===== src/rtl/rqr6_pkg.sv =====
package rqr6_pkg;

   // Field widths fixed by the interface.
   localparam int QuatWidth   = 16;
   localparam int RotWidth    = 16;
   // Reduced product components hold magnitudes below 2^30.
   localparam int RedWidth    = 31;
   // Numerators, norm and partial remainders.
   localparam int WideWidth   = 64;
   // Quotient register, wide enough for the largest fraction setting.
   localparam int QuotWidth   = 31;
   localparam int Lanes       = 6;
   localparam int FracBitsDef = 14;

   // One input word: base and anchor quaternions.
   typedef struct packed {
      logic signed [QuatWidth-1:0] base_w;
      logic signed [QuatWidth-1:0] base_x;
      logic signed [QuatWidth-1:0] base_y;
      logic signed [QuatWidth-1:0] base_z;
      logic signed [QuatWidth-1:0] anchor_w;
      logic signed [QuatWidth-1:0] anchor_x;
      logic signed [QuatWidth-1:0] anchor_y;
      logic signed [QuatWidth-1:0] anchor_z;
   } req_type;

   // One result word: first two matrix columns, row by row.
   typedef struct packed {
      logic signed [RotWidth-1:0] rot_00;
      logic signed [RotWidth-1:0] rot_01;
      logic signed [RotWidth-1:0] rot_10;
      logic signed [RotWidth-1:0] rot_11;
      logic signed [RotWidth-1:0] rot_20;
      logic signed [RotWidth-1:0] rot_21;
   } rsp_type;

   // Relative quaternion after range reduction.
   typedef struct packed {
      logic signed [RedWidth-1:0] r;
      logic signed [RedWidth-1:0] i;
      logic signed [RedWidth-1:0] j;
      logic signed [RedWidth-1:0] k;
   } quat_type;

   // State carried through the division pipeline.
   typedef struct packed {
      logic [WideWidth-1:0]                 den;
      logic [Lanes-1:0][WideWidth-1:0]      rem;
      logic [Lanes-1:0][QuotWidth-1:0]      quot;
      logic [Lanes-1:0]                     neg;
      logic [Lanes-1:0]                     sat;
      logic                                 zero;
   } div_word_type;

endpackage


===== src/rtl/rqr6_round.sv =====
module rqr6_round #(
   parameter int FRAC_BITS = rqr6_pkg::FracBitsDef
) (
   input  logic                     clock,
   input  logic                     reset,
   input  logic                     in_valid,
   output logic                     in_ready,
   input  rqr6_pkg::div_word_type   in_word,
   output logic                     out_valid,
   input  logic                     out_ready,
   output rqr6_pkg::rsp_type        out_word
);

   localparam logic [31:0] One = 32'd1 << FRAC_BITS;

   logic [FRAC_BITS+1:0] q_inc;
   logic [31:0]          q_rnd;
   logic [31:0]          mag;
   logic signed [15:0]   lane_val [6];
   logic signed [15:0]   id_one;
   rqr6_pkg::rsp_type    rsp_in, rsp_ff;
   logic                 v_ff;
   logic                 en;

   assign en       = !v_ff || out_ready;
   assign in_ready = en;

   // Round half away from zero, limit to one, apply the sign, clip to 16 bits.
   always_comb begin
      for (int l = 0; l < 6; l++) begin
         q_inc = {1'b0, in_word.quot[l][FRAC_BITS:0]} + 1'b1;
         q_rnd = 32'(q_inc[FRAC_BITS+1:1]);
         mag   = (in_word.sat[l] || q_rnd > One) ? One : q_rnd;
         if (in_word.neg[l]) begin
            lane_val[l] = (mag > 32'd32768) ? -16'sd32768 : 16'(-mag);
         end else begin
            lane_val[l] = (mag > 32'd32767) ? 16'sd32767 : 16'(mag);
         end
      end
      id_one = (One > 32'd32767) ? 16'sd32767 : 16'(One);
      if (in_word.zero) begin
         rsp_in.rot_00 = id_one;
         rsp_in.rot_01 = '0;
         rsp_in.rot_10 = '0;
         rsp_in.rot_11 = id_one;
         rsp_in.rot_20 = '0;
         rsp_in.rot_21 = '0;
      end else begin
         rsp_in.rot_00 = lane_val[0];
         rsp_in.rot_01 = lane_val[1];
         rsp_in.rot_10 = lane_val[2];
         rsp_in.rot_11 = lane_val[3];
         rsp_in.rot_20 = lane_val[4];
         rsp_in.rot_21 = lane_val[5];
      end
   end

   always_ff @(posedge clock) begin
      if (reset) begin
         v_ff <= 1'b0;
      end else if (en) begin
         v_ff <= in_valid;
      end
   end

   always_ff @(posedge clock) begin
      if (en && in_valid) rsp_ff <= rsp_in;
   end

   assign out_valid = v_ff;
   assign out_word  = rsp_ff;

endmodule


===== config.mk =====
export PLATFORM = sky130hd
export DESIGN_NAME = rqr6_round
export DESIGN_NICKNAME = d
export VERILOG_FILES = /design/src/rtl/rqr6_pkg.sv /design/src/rtl/rqr6_round.sv
export SDC_FILE = /design/constraint.sdc
export NUM_CORES = 1
export LEC_CHECK = 0
export ABC_AREA = 0
export BUFFER_PORTS_ARGS = -buffer_cell sky130_fd_sc_hd__buf_4
export CORE_AREA = 2 2 293 295
export CTS_BUF_LIST = sky130_fd_sc_hd__clkbuf_4
export CTS_CLUSTER_DIAMETER = 60
export DETAILED_ROUTE_END_ITERATION = 10
export DIE_AREA = 0 0 295 297
export HOLD_SLACK_MARGIN = 0.15
export SLEW_MARGIN = 20
export SYNTH_ARGS = -nofsm -noshare
export SYNTH_HDL_FRONTEND = slang
export SYNTH_SLANG_ARGS = --single-unit
export TNS_END_PERCENT = 30

===== constraint.sdc =====
create_clock -name clock -period 6 [get_ports clock]
set_input_delay 0.9 -clock clock [delete_from_list [all_inputs] [get_ports clock]]
set_output_delay 0.9 -clock clock [all_outputs]
set_load 0.03 [all_outputs]

==> impl_results.md, run 1 <==
* Status: finished, final reports clean
* Commonest non-fill, non-tap cell in the layout: buf_4
* Worst Path Required at 6.44 ns
* Fin crit share at 0.794
* CTS tree: done
* Number of global-route vias before repair at 8,226
* Total number of yosys warnings at 0
* CTS Buf Count at 9
* Reg-to-reg endpoint: out_word[12]$_SDFFCE_PP0P_
* Min-Delay Path Class: in -> reg
* DR pass1 iterations at 4
* Hold Startpoint: reset
* Relative slew slack at 0.525
* Final instance area at 11,800 um2
* Sw Share at 0.393
* Clk buf depth at 2
* Worst-Skew Late Latency at 0.62 ns
* Final setup violation count at 0
* Peak Freq at 0.210 GHz
* Placed cell area at 11,700 um2
* Int Pwr at 1.15 mW
* Crit-path max FO at 11
* Largest net degree at the start of global routing at 44
* Yosys cell types at 81
* RSZ-0062 raised after global routing: no
* Syn Nets at 1,747
* Top cell type's share of synthesized area at 0.322
* Crit Path Class: in -> reg
* Clock Skews at 0.0568 ns
* Switching power at 0.745 mW
* Clk root buf: clkbuf_4
* H-tree levels at 3
* Clock Power Share at 0.216
* Sink Count at 97
* Sequential area share after synthesis at 0.324
* Top cells by area, synth: edfxtp_1, xnor2_1, nor2_1
* Post-DP HPWL at 27,200 um
* Cts hold-fix bufs at 0
* WL per Instance at 14.3 um
* Number of routed nets with antenna violations at 0
* # fillers at 9,640
* Initial cell density of the core at 0.106
* Power Dens Cells at 161 nW/um2
* Main synth FF type: edfxtp_1
* Core Box Area at 84,500 um2
* Die Y at 297 um
* First-pass GRT wire length at 50,900 um
* DIE WIDTH at 295 um
* WHS Path Cells at 2
* Final critical-path required period at 4.76 ns
* Maximum capacitance violations at 0
* Remaining global-route overflow at 0
* Syn Area/Cell at 8.26 um2
* Die ar. at 87,600 um2
* Initial antenna violation count at 5
* Post-Syn Instances at 1,084
* Layout Nets at 1,897
* P&R area growth vs syn at 32.0%
* CTS resizes at 0
* Drt drc at 0
* GP Congestion at 0.872
* Final Hold Viols at 0
* Flop pwr share at 0.434
* Commonest cells after routing, fill and taps aside: buf_4, nor2_1, nand2_1, edfxtp_1, xnor2_1
* Clk slew on worst S/H paths at 0.22 ns
* Top-level I/O count at 749
* Initial drt markers at 471
* Syn Std Cell Area at 8950 um2
* PnR Total Power at 1.90 mW
* Max Slew Vio Count at 0
* Area leader, netlist: edfxtp_1
* FF+latch count, synth at 97
* Final wirelength at 34,200 um
* Maximum vdd drop at 97.8 uV
* Gate power share at 0.350
* Reg2reg path depth at 3
* Asr flop ratio synth at 0
* Vias per cell at 3.72
* Setup tns final at 0 ns
* Buffers on Ports at 204
* Final setup margin at 1.24 ns
* DR vias at 8,875
* Setup WS pre-CTS at 0.690 ns
* Setup crit end kind: flip-flop
* Arr. time, crit path at 5.21 ns
* Static Leak at 4.02 nW
* Number of synthesized flops with an enable pin at 96
* RR Startpoint: out_valid$_SDFFE_PP0N_
* All-Layer GR Usage at 0.0770
* Fraction of layout cells with a size suffix above 1 at 0.210
* Post-CTS setup repair buffer count at 0
* Least-Margin Pin Slew at 0.708 ns
* Reg-to-reg slack, setup at 3.94 ns
* Row count at 107
* Hold Path Sink: out_valid$_SDFFE_PP0N_
* Startpoint Class: input pin
registers in the layout, summed over array words and instances, names as in the netlist:
signal	count
out_word	96
out_valid	1
metrics by stage:
| stage | hold WS, ns | std cells | util |
|---|---|---|---|
| after floorplan | 0.860 | 1084 | - |
| after global placement | 0.702 | 2367 | 0.138 |
| after detailed placement | 0.718 | 2367 | 0.138 |
| after CTS | 0.333 | 2383 | 0.140 |
| after global routing | 0.340 | 2386 | 0.140 |
| final | 0.397 | 2386 | 0.140 |
kinds of logic (layout without fill, tap and decap cells):
family	after synthesis	after routing	share of synthesized area
and+or+nand+nor	489	489	0.285
AOI/OAI and AO/OA	250	250	0.193
xor gates and xnor gates	126	126	0.123
buffers and inverters	99	254	0.0456
DFF	97	97	0.324
adders and majority gates	12	12	0.0168
muxes	11	11	0.0124
other	0	3	0
how the worst max path moves through the flow:
stage                       from                    endpoint  slack (ns)  depth (start not counted)
floorplan           in_word[168]  out_word[12]$_SDFFCE_PP0P_        1.78                         16
global placement    in_word[169]  out_word[12]$_SDFFCE_PP0P_        0.72                         17
detailed placement  in_word[168]  out_word[12]$_SDFFCE_PP0P_        0.69                         17
CTS                 in_word[168]  out_word[12]$_SDFFCE_PP0P_        1.31                         17
global route        in_word[168]  out_word[12]$_SDFFCE_PP0P_        0.96                         17
finish              in_word[169]  out_word[12]$_SDFFCE_PP0P_        1.24                         17
worst max-delay path, stage by stage:
cell and delay (ns):
buf_4 0.13, ha_1 0.42, and3_1 0.38, nand4_1 0.13, a311oi_1 0.56, and2b_1 0.29, o211a_1 0.24, a21oi_1 0.08
buf_4 0.19, or2_2 0.29, ha_1 0.30, o21ai_0 0.15, nand2b_1 0.25, o21ai_0 0.10, a31o_2 0.24, or4_1 0.47
nand2_1 0.08
Yosys cell counts, types with 5 or more instances:
cell type and number:
a21o_1 7, ha_1 12, nor4_1 16, and2_1 15, a41oi_1 8, nand4_1 36, o211ai_1 5, xnor2_1 85
nor3_1 46, nand3b_1 6, a211oi_1 8, nand2_1 103, nor2_1 104, or2_2 9, o21ai_0 47, a31o_2 8
nand3_1 50, edfxtp_1 96, a311oi_1 9, buf_2 23, clkbuf_1 42, or3_1 15, o31ai_1 6, a31oi_1 26
xor2_1 41, nand2b_1 14, and4_1 11, a21oi_1 55, inv_1 27, o21a_1 12, nor2b_1 7, mux2i_1 10
and3_1 27
cell type report:
class,count,area (um2),share of cell area
diodes,3,7.51,0.000636
clock buffers,9,67.6,0.00572
clock inverters,7,76.3,0.00646
inverters,27,101,0.00858
multi-input cells,888,5640,0.478
flip-flops and latches,97,2900,0.246
well taps,1144,1430,0.121
repair buffers,211,1580,0.134
power groups by stage:
| stage | Sequential, mW | Clock (mW) | Combinational [mW] |
|---|---|---|---|
| final | 0.823 | 0.410 | 0.665 |
| after global routing | 0.829 | 0.452 | 0.726 |
| after CTS | 0.825 | 0.433 | 0.670 |
| after detailed placement | 0.838 | 0 | 0.666 |
| after global placement | 0.839 | 0 | 0.665 |
| after floorplan | 0.939 | 0 | 0.308 |
layer usage:
layer / vias to the layer above / wire length (um) / GRT usage
met5: - / 43 / 0
met4: 6 / 1190 / 0.0324
met3: 41 / 3310 / 0.0347
met2: 255 / 15300 / 0.120
met1: 4225 / 14400 / 0.0911
li1: 4348 / - / -
Note: power is estimated with default switching activity, not from simulation.
==> run 2, diff against run 1 <==
--- a/config.mk
+++ b/config.mk
@@ -7,11 +7,11 @@
 export LEC_CHECK = 0
 export ABC_AREA = 0
 export BUFFER_PORTS_ARGS = -buffer_cell sky130_fd_sc_hd__buf_4
-export CORE_AREA = 2 2 293 295
+export CORE_AREA = 2 2 295 297
 export CTS_BUF_LIST = sky130_fd_sc_hd__clkbuf_4
 export CTS_CLUSTER_DIAMETER = 60
 export DETAILED_ROUTE_END_ITERATION = 10
-export DIE_AREA = 0 0 295 297
+export DIE_AREA = 0 0 297 299
 export HOLD_SLACK_MARGIN = 0.15
 export SLEW_MARGIN = 20
 export SYNTH_ARGS = -nofsm -noshare
==> constraint.sdc (replaced) <==
create_clock -name clock -period 4.45 [get_ports clock]
set_input_delay 0.6675 -clock clock [delete_from_list [all_inputs] [get_ports clock]]
set_output_delay 0.6675 -clock clock [all_outputs]
set_load 0.03 [all_outputs]
==> run 2 against run 1 <==
  * Sequential power grew 35%
  * Die area grew 1.4%
  * Sequential share of layout area fell by 0.55 points
  * Clock power increased by 26%
  * Worst hold slack worse by 0.032 ns
  * Final area is 2.3% higher
  * Total power up 34%
  * Clock-buffer cell count stayed put
  * Utilization rose by 0.076 points
  * Largest cell class unchanged
  * Combinational power increased by 39%
  * Via count up 2.3%
  * Register-to-register slack got worse by 1.4 ns
==> impl_results.md, run 2 (synthesis results as in run 1) <==
* Clock Power Share at 0.203 (-0.013)
* Crit-path max FO at 8 (-3)
* Final setup violation count at 0 (unchanged)
* Reg-to-reg slack, setup at 2.50 ns (-1.44 ns)
* # fillers at 9,898 (+2.7%)
* Worst Path Required at 4.90 ns (-1.54 ns)
* First-pass GRT wire length at 52,100 um (+2.2%)
* Max reg flops at 96 (unchanged)
* Sink Count at 97 (unchanged)
* Worst-Skew Late Latency at 0.58 ns (-0.04 ns)
* Register area at 2900 um2 (unchanged)
* Most Crowded Layer GR: met2
* Max Slew Vio Count at 0 (unchanged)
* Critical path's slowest cell: a211oi_1
* CP bufs+invs at 2 (unchanged)
* Final wirelength at 35,300 um (+3.3%)
* Maximum vdd drop at 177 uV (+81%)
* Met2 global-route usage at 0.123 (+0.00272)
* M1 GR Usage at 0.0900 (-0.00109)
* Final critical-path required period at 3.80 ns
* Largest net degree at the start of global routing at 52 (+18%)
* Remaining global-route overflow at 0 (unchanged)
* Fin Hold WS at 0.365 ns (-0.0316 ns)
* H-tree levels at 3 (unchanged)
* Post-route insts no fill at 2,434 (+2.0%)
* Setup crit end kind: flip-flop
* WL per Instance at 14.5 um (+1.2%)
* CTS tree: done
* Fraction of layout cells with a size suffix above 1 at 0.230 (+0.0197)
* Drt drc at 0 (unchanged)
* DIE WIDTH at 297 um (+0.68%)
* Die ar. at 88,800 um2 (+1.4%)
* DR pass1 iterations at 5 (+1)
* All-Layer GR Usage at 0.0777 (+0.000630)
* Post-CTS setup repair buffer count at 0 (unchanged)
* Met3 usage at 0.0362 (+0.00146)
* Int Pwr at 1.56 mW (+35%)
* Min-Delay Path Class: in -> reg
* Buffers on Ports at 204 (unchanged)
* Commonest non-fill, non-tap cell in the layout: buf_4
* Number of global-route vias before repair at 8,436 (+2.6%)
* Final setup margin at 0.650 ns (-0.586 ns)
* Sw Share at 0.389 (-0.00370)
* Initial antenna violation count at 16 (+11)
* Top-level I/O count at 749 (unchanged)
* Arr. time, crit path at 4.25 ns (-0.96 ns)
* Row count at 108 (+0.93%)
* Gate power share at 0.363 (+0.013)
* Peak Freq at 0.263 GHz
* Critical path's largest stage delay at 0.39 ns (-0.17 ns)
* Critical path cell sequence: buf_4 > ha_1 > nand3_1 > nor3_1 > mux2i_1 > a31o_2 > a41oi_1 > nand2b_1 > ha_1 > o21ai_0 > a21oi_1 > a21bo_2 > nor2b_1 > a2111oi_0 > a211oi_1 > buf_4
* Status: finished, final reports clean
* Core Box Area at 85,900 um2 (+1.7%)
* Least-Margin Pin Slew at 1.00 ns (+0.296 ns)
* Commonest cells after routing, fill and taps aside: buf_4, nor2_1, nand2_1, edfxtp_1, xnor2_1
* Maximum capacitance violations at 0 (unchanged)
* Clk slew on worst S/H paths at 0.17 ns (-0.05 ns)
* Placed cell count at 2,410 (+1.8%)
* RSZ-0062 raised after global routing: no
* CTS Buf Count at 9 (unchanged)
* DR vias at 9,080 (+2.3%)
* Layout Nets at 1,930 (+1.7%)
* Post-DP HPWL at 27,900 um (+2.5%)
* Clk buf depth at 2 (unchanged)
* Multi-input logic area at 5640 um2 (unchanged)
* Relative slew slack at 0.330 (-0.195)
* Switching power at 0.991 mW (+33%)
* Initial cell density of the core at 0.104 (-0.00181)
* Fin crit share at 0.854
* Startpoint Class: input pin
* GP Congestion at 0.898 (+3.0%)
* Power Dens Cells at 211 nW/um2 (+31%)
* CP top delay family: compound AO/OA/AOI/OAI gates
* Setup tns final at 0 ns (unchanged)
* Vias per cell at 3.73 (+0.29%)
* Die Y at 299 um (+0.67%)
* Initial drt markers at 576 (+22%)
* Setup WS pre-CTS at 0.0914 ns (-0.598 ns)
* Clock Skews at 0.0194 ns (-0.0374 ns)
* Number of routed nets with antenna violations at 0 (unchanged)
* Flop pwr share at 0.434 (about the same)
* P&R area growth vs syn at 35.0%
* Final Hold Viols at 0 (unchanged)
* Crit Path Class: in -> reg
* Static Leak at 4.18 nW (+3.9%)
* Clk root buf: clkbuf_4
[run 2: cell count changes in the layout (fill, tap and decap cells not counted), sizes merged]
cell         before  now
diode             3    7
dlygate4sd3       0    1
inv              32   31
buf             211  243
clkinv            2    1
clkinvlp          0    2
[run 2: path summary, 6_finish.rpt]
check | start | to | cells past startpoint
max | in_word[138] | out_word[30]$_SDFFCE_PP0P_ | 16
min | in_valid | out_valid$_SDFFE_PP0N_ | 3
max reg2reg | out_valid$_SDFFE_PP0N_ | out_word[48]$_SDFFCE_PP0P_ | 3
min reg2reg | out_valid$_SDFFE_PP0N_ | out_valid$_SDFFE_PP0N_ | 2
[run 2: metal layers]
layer | up-vias | part of all wire
met1 | 4291 | 0.41
met3 | 58 | 0.093
li1 | 4413 | -
met5 | - | 0.0032
met2 | 300 | 0.46
met4 | 18 | 0.030
[run 2: area by class of cell]
type,count,share of cell area
Timing Repair Buffer,244,0.153
Clock inverter,7,0.00497
Sequential cell,97,0.240
Antenna cell,7,0.00145
Multi-Input combinational cell,888,0.467
Clock buffer,9,0.00559
Inverter,27,0.00839
Tap cell,1155,0.120
[run 2: repair_timing]
item	4_1_cts	5_1_grt
setup endpoints to repair	0	0
hold endpoints to repair	1	0
resized for setup	0	0
hold buffers	1	0
[run 2: power by group through the flow]
| stage | registers (mW) | clock network (mW) | logic [mW] |
|---|---|---|---|
| detailed placement | 1.13 | 0 | 0.922 |
| finish | 1.11 | 0.517 | 0.924 |
| CTS | 1.11 | 0.564 | 0.928 |
| global route | 1.11 | 0.582 | 1.00 |
| floorplan | 1.27 | 0 | 0.415 |
| global placement | 1.13 | 0 | 0.922 |
[run 2: tightest hold or removal path, stage by stage]
cell and delay, ns:
buf_4 0.14, inv_1 0.05, a21oi_1 0.05
[run 2: through the flow]
step	utilization	total power [mW]	cell area [um2]
2_1_floorplan	-	1.68	8950
3_3_place_gp	0.139	2.05	11900
3_5_place_dp	0.139	2.05	11900
4_1_cts	0.140	2.60	12100
5_1_grt	0.141	2.70	12100
6_report	0.141	2.55	12100
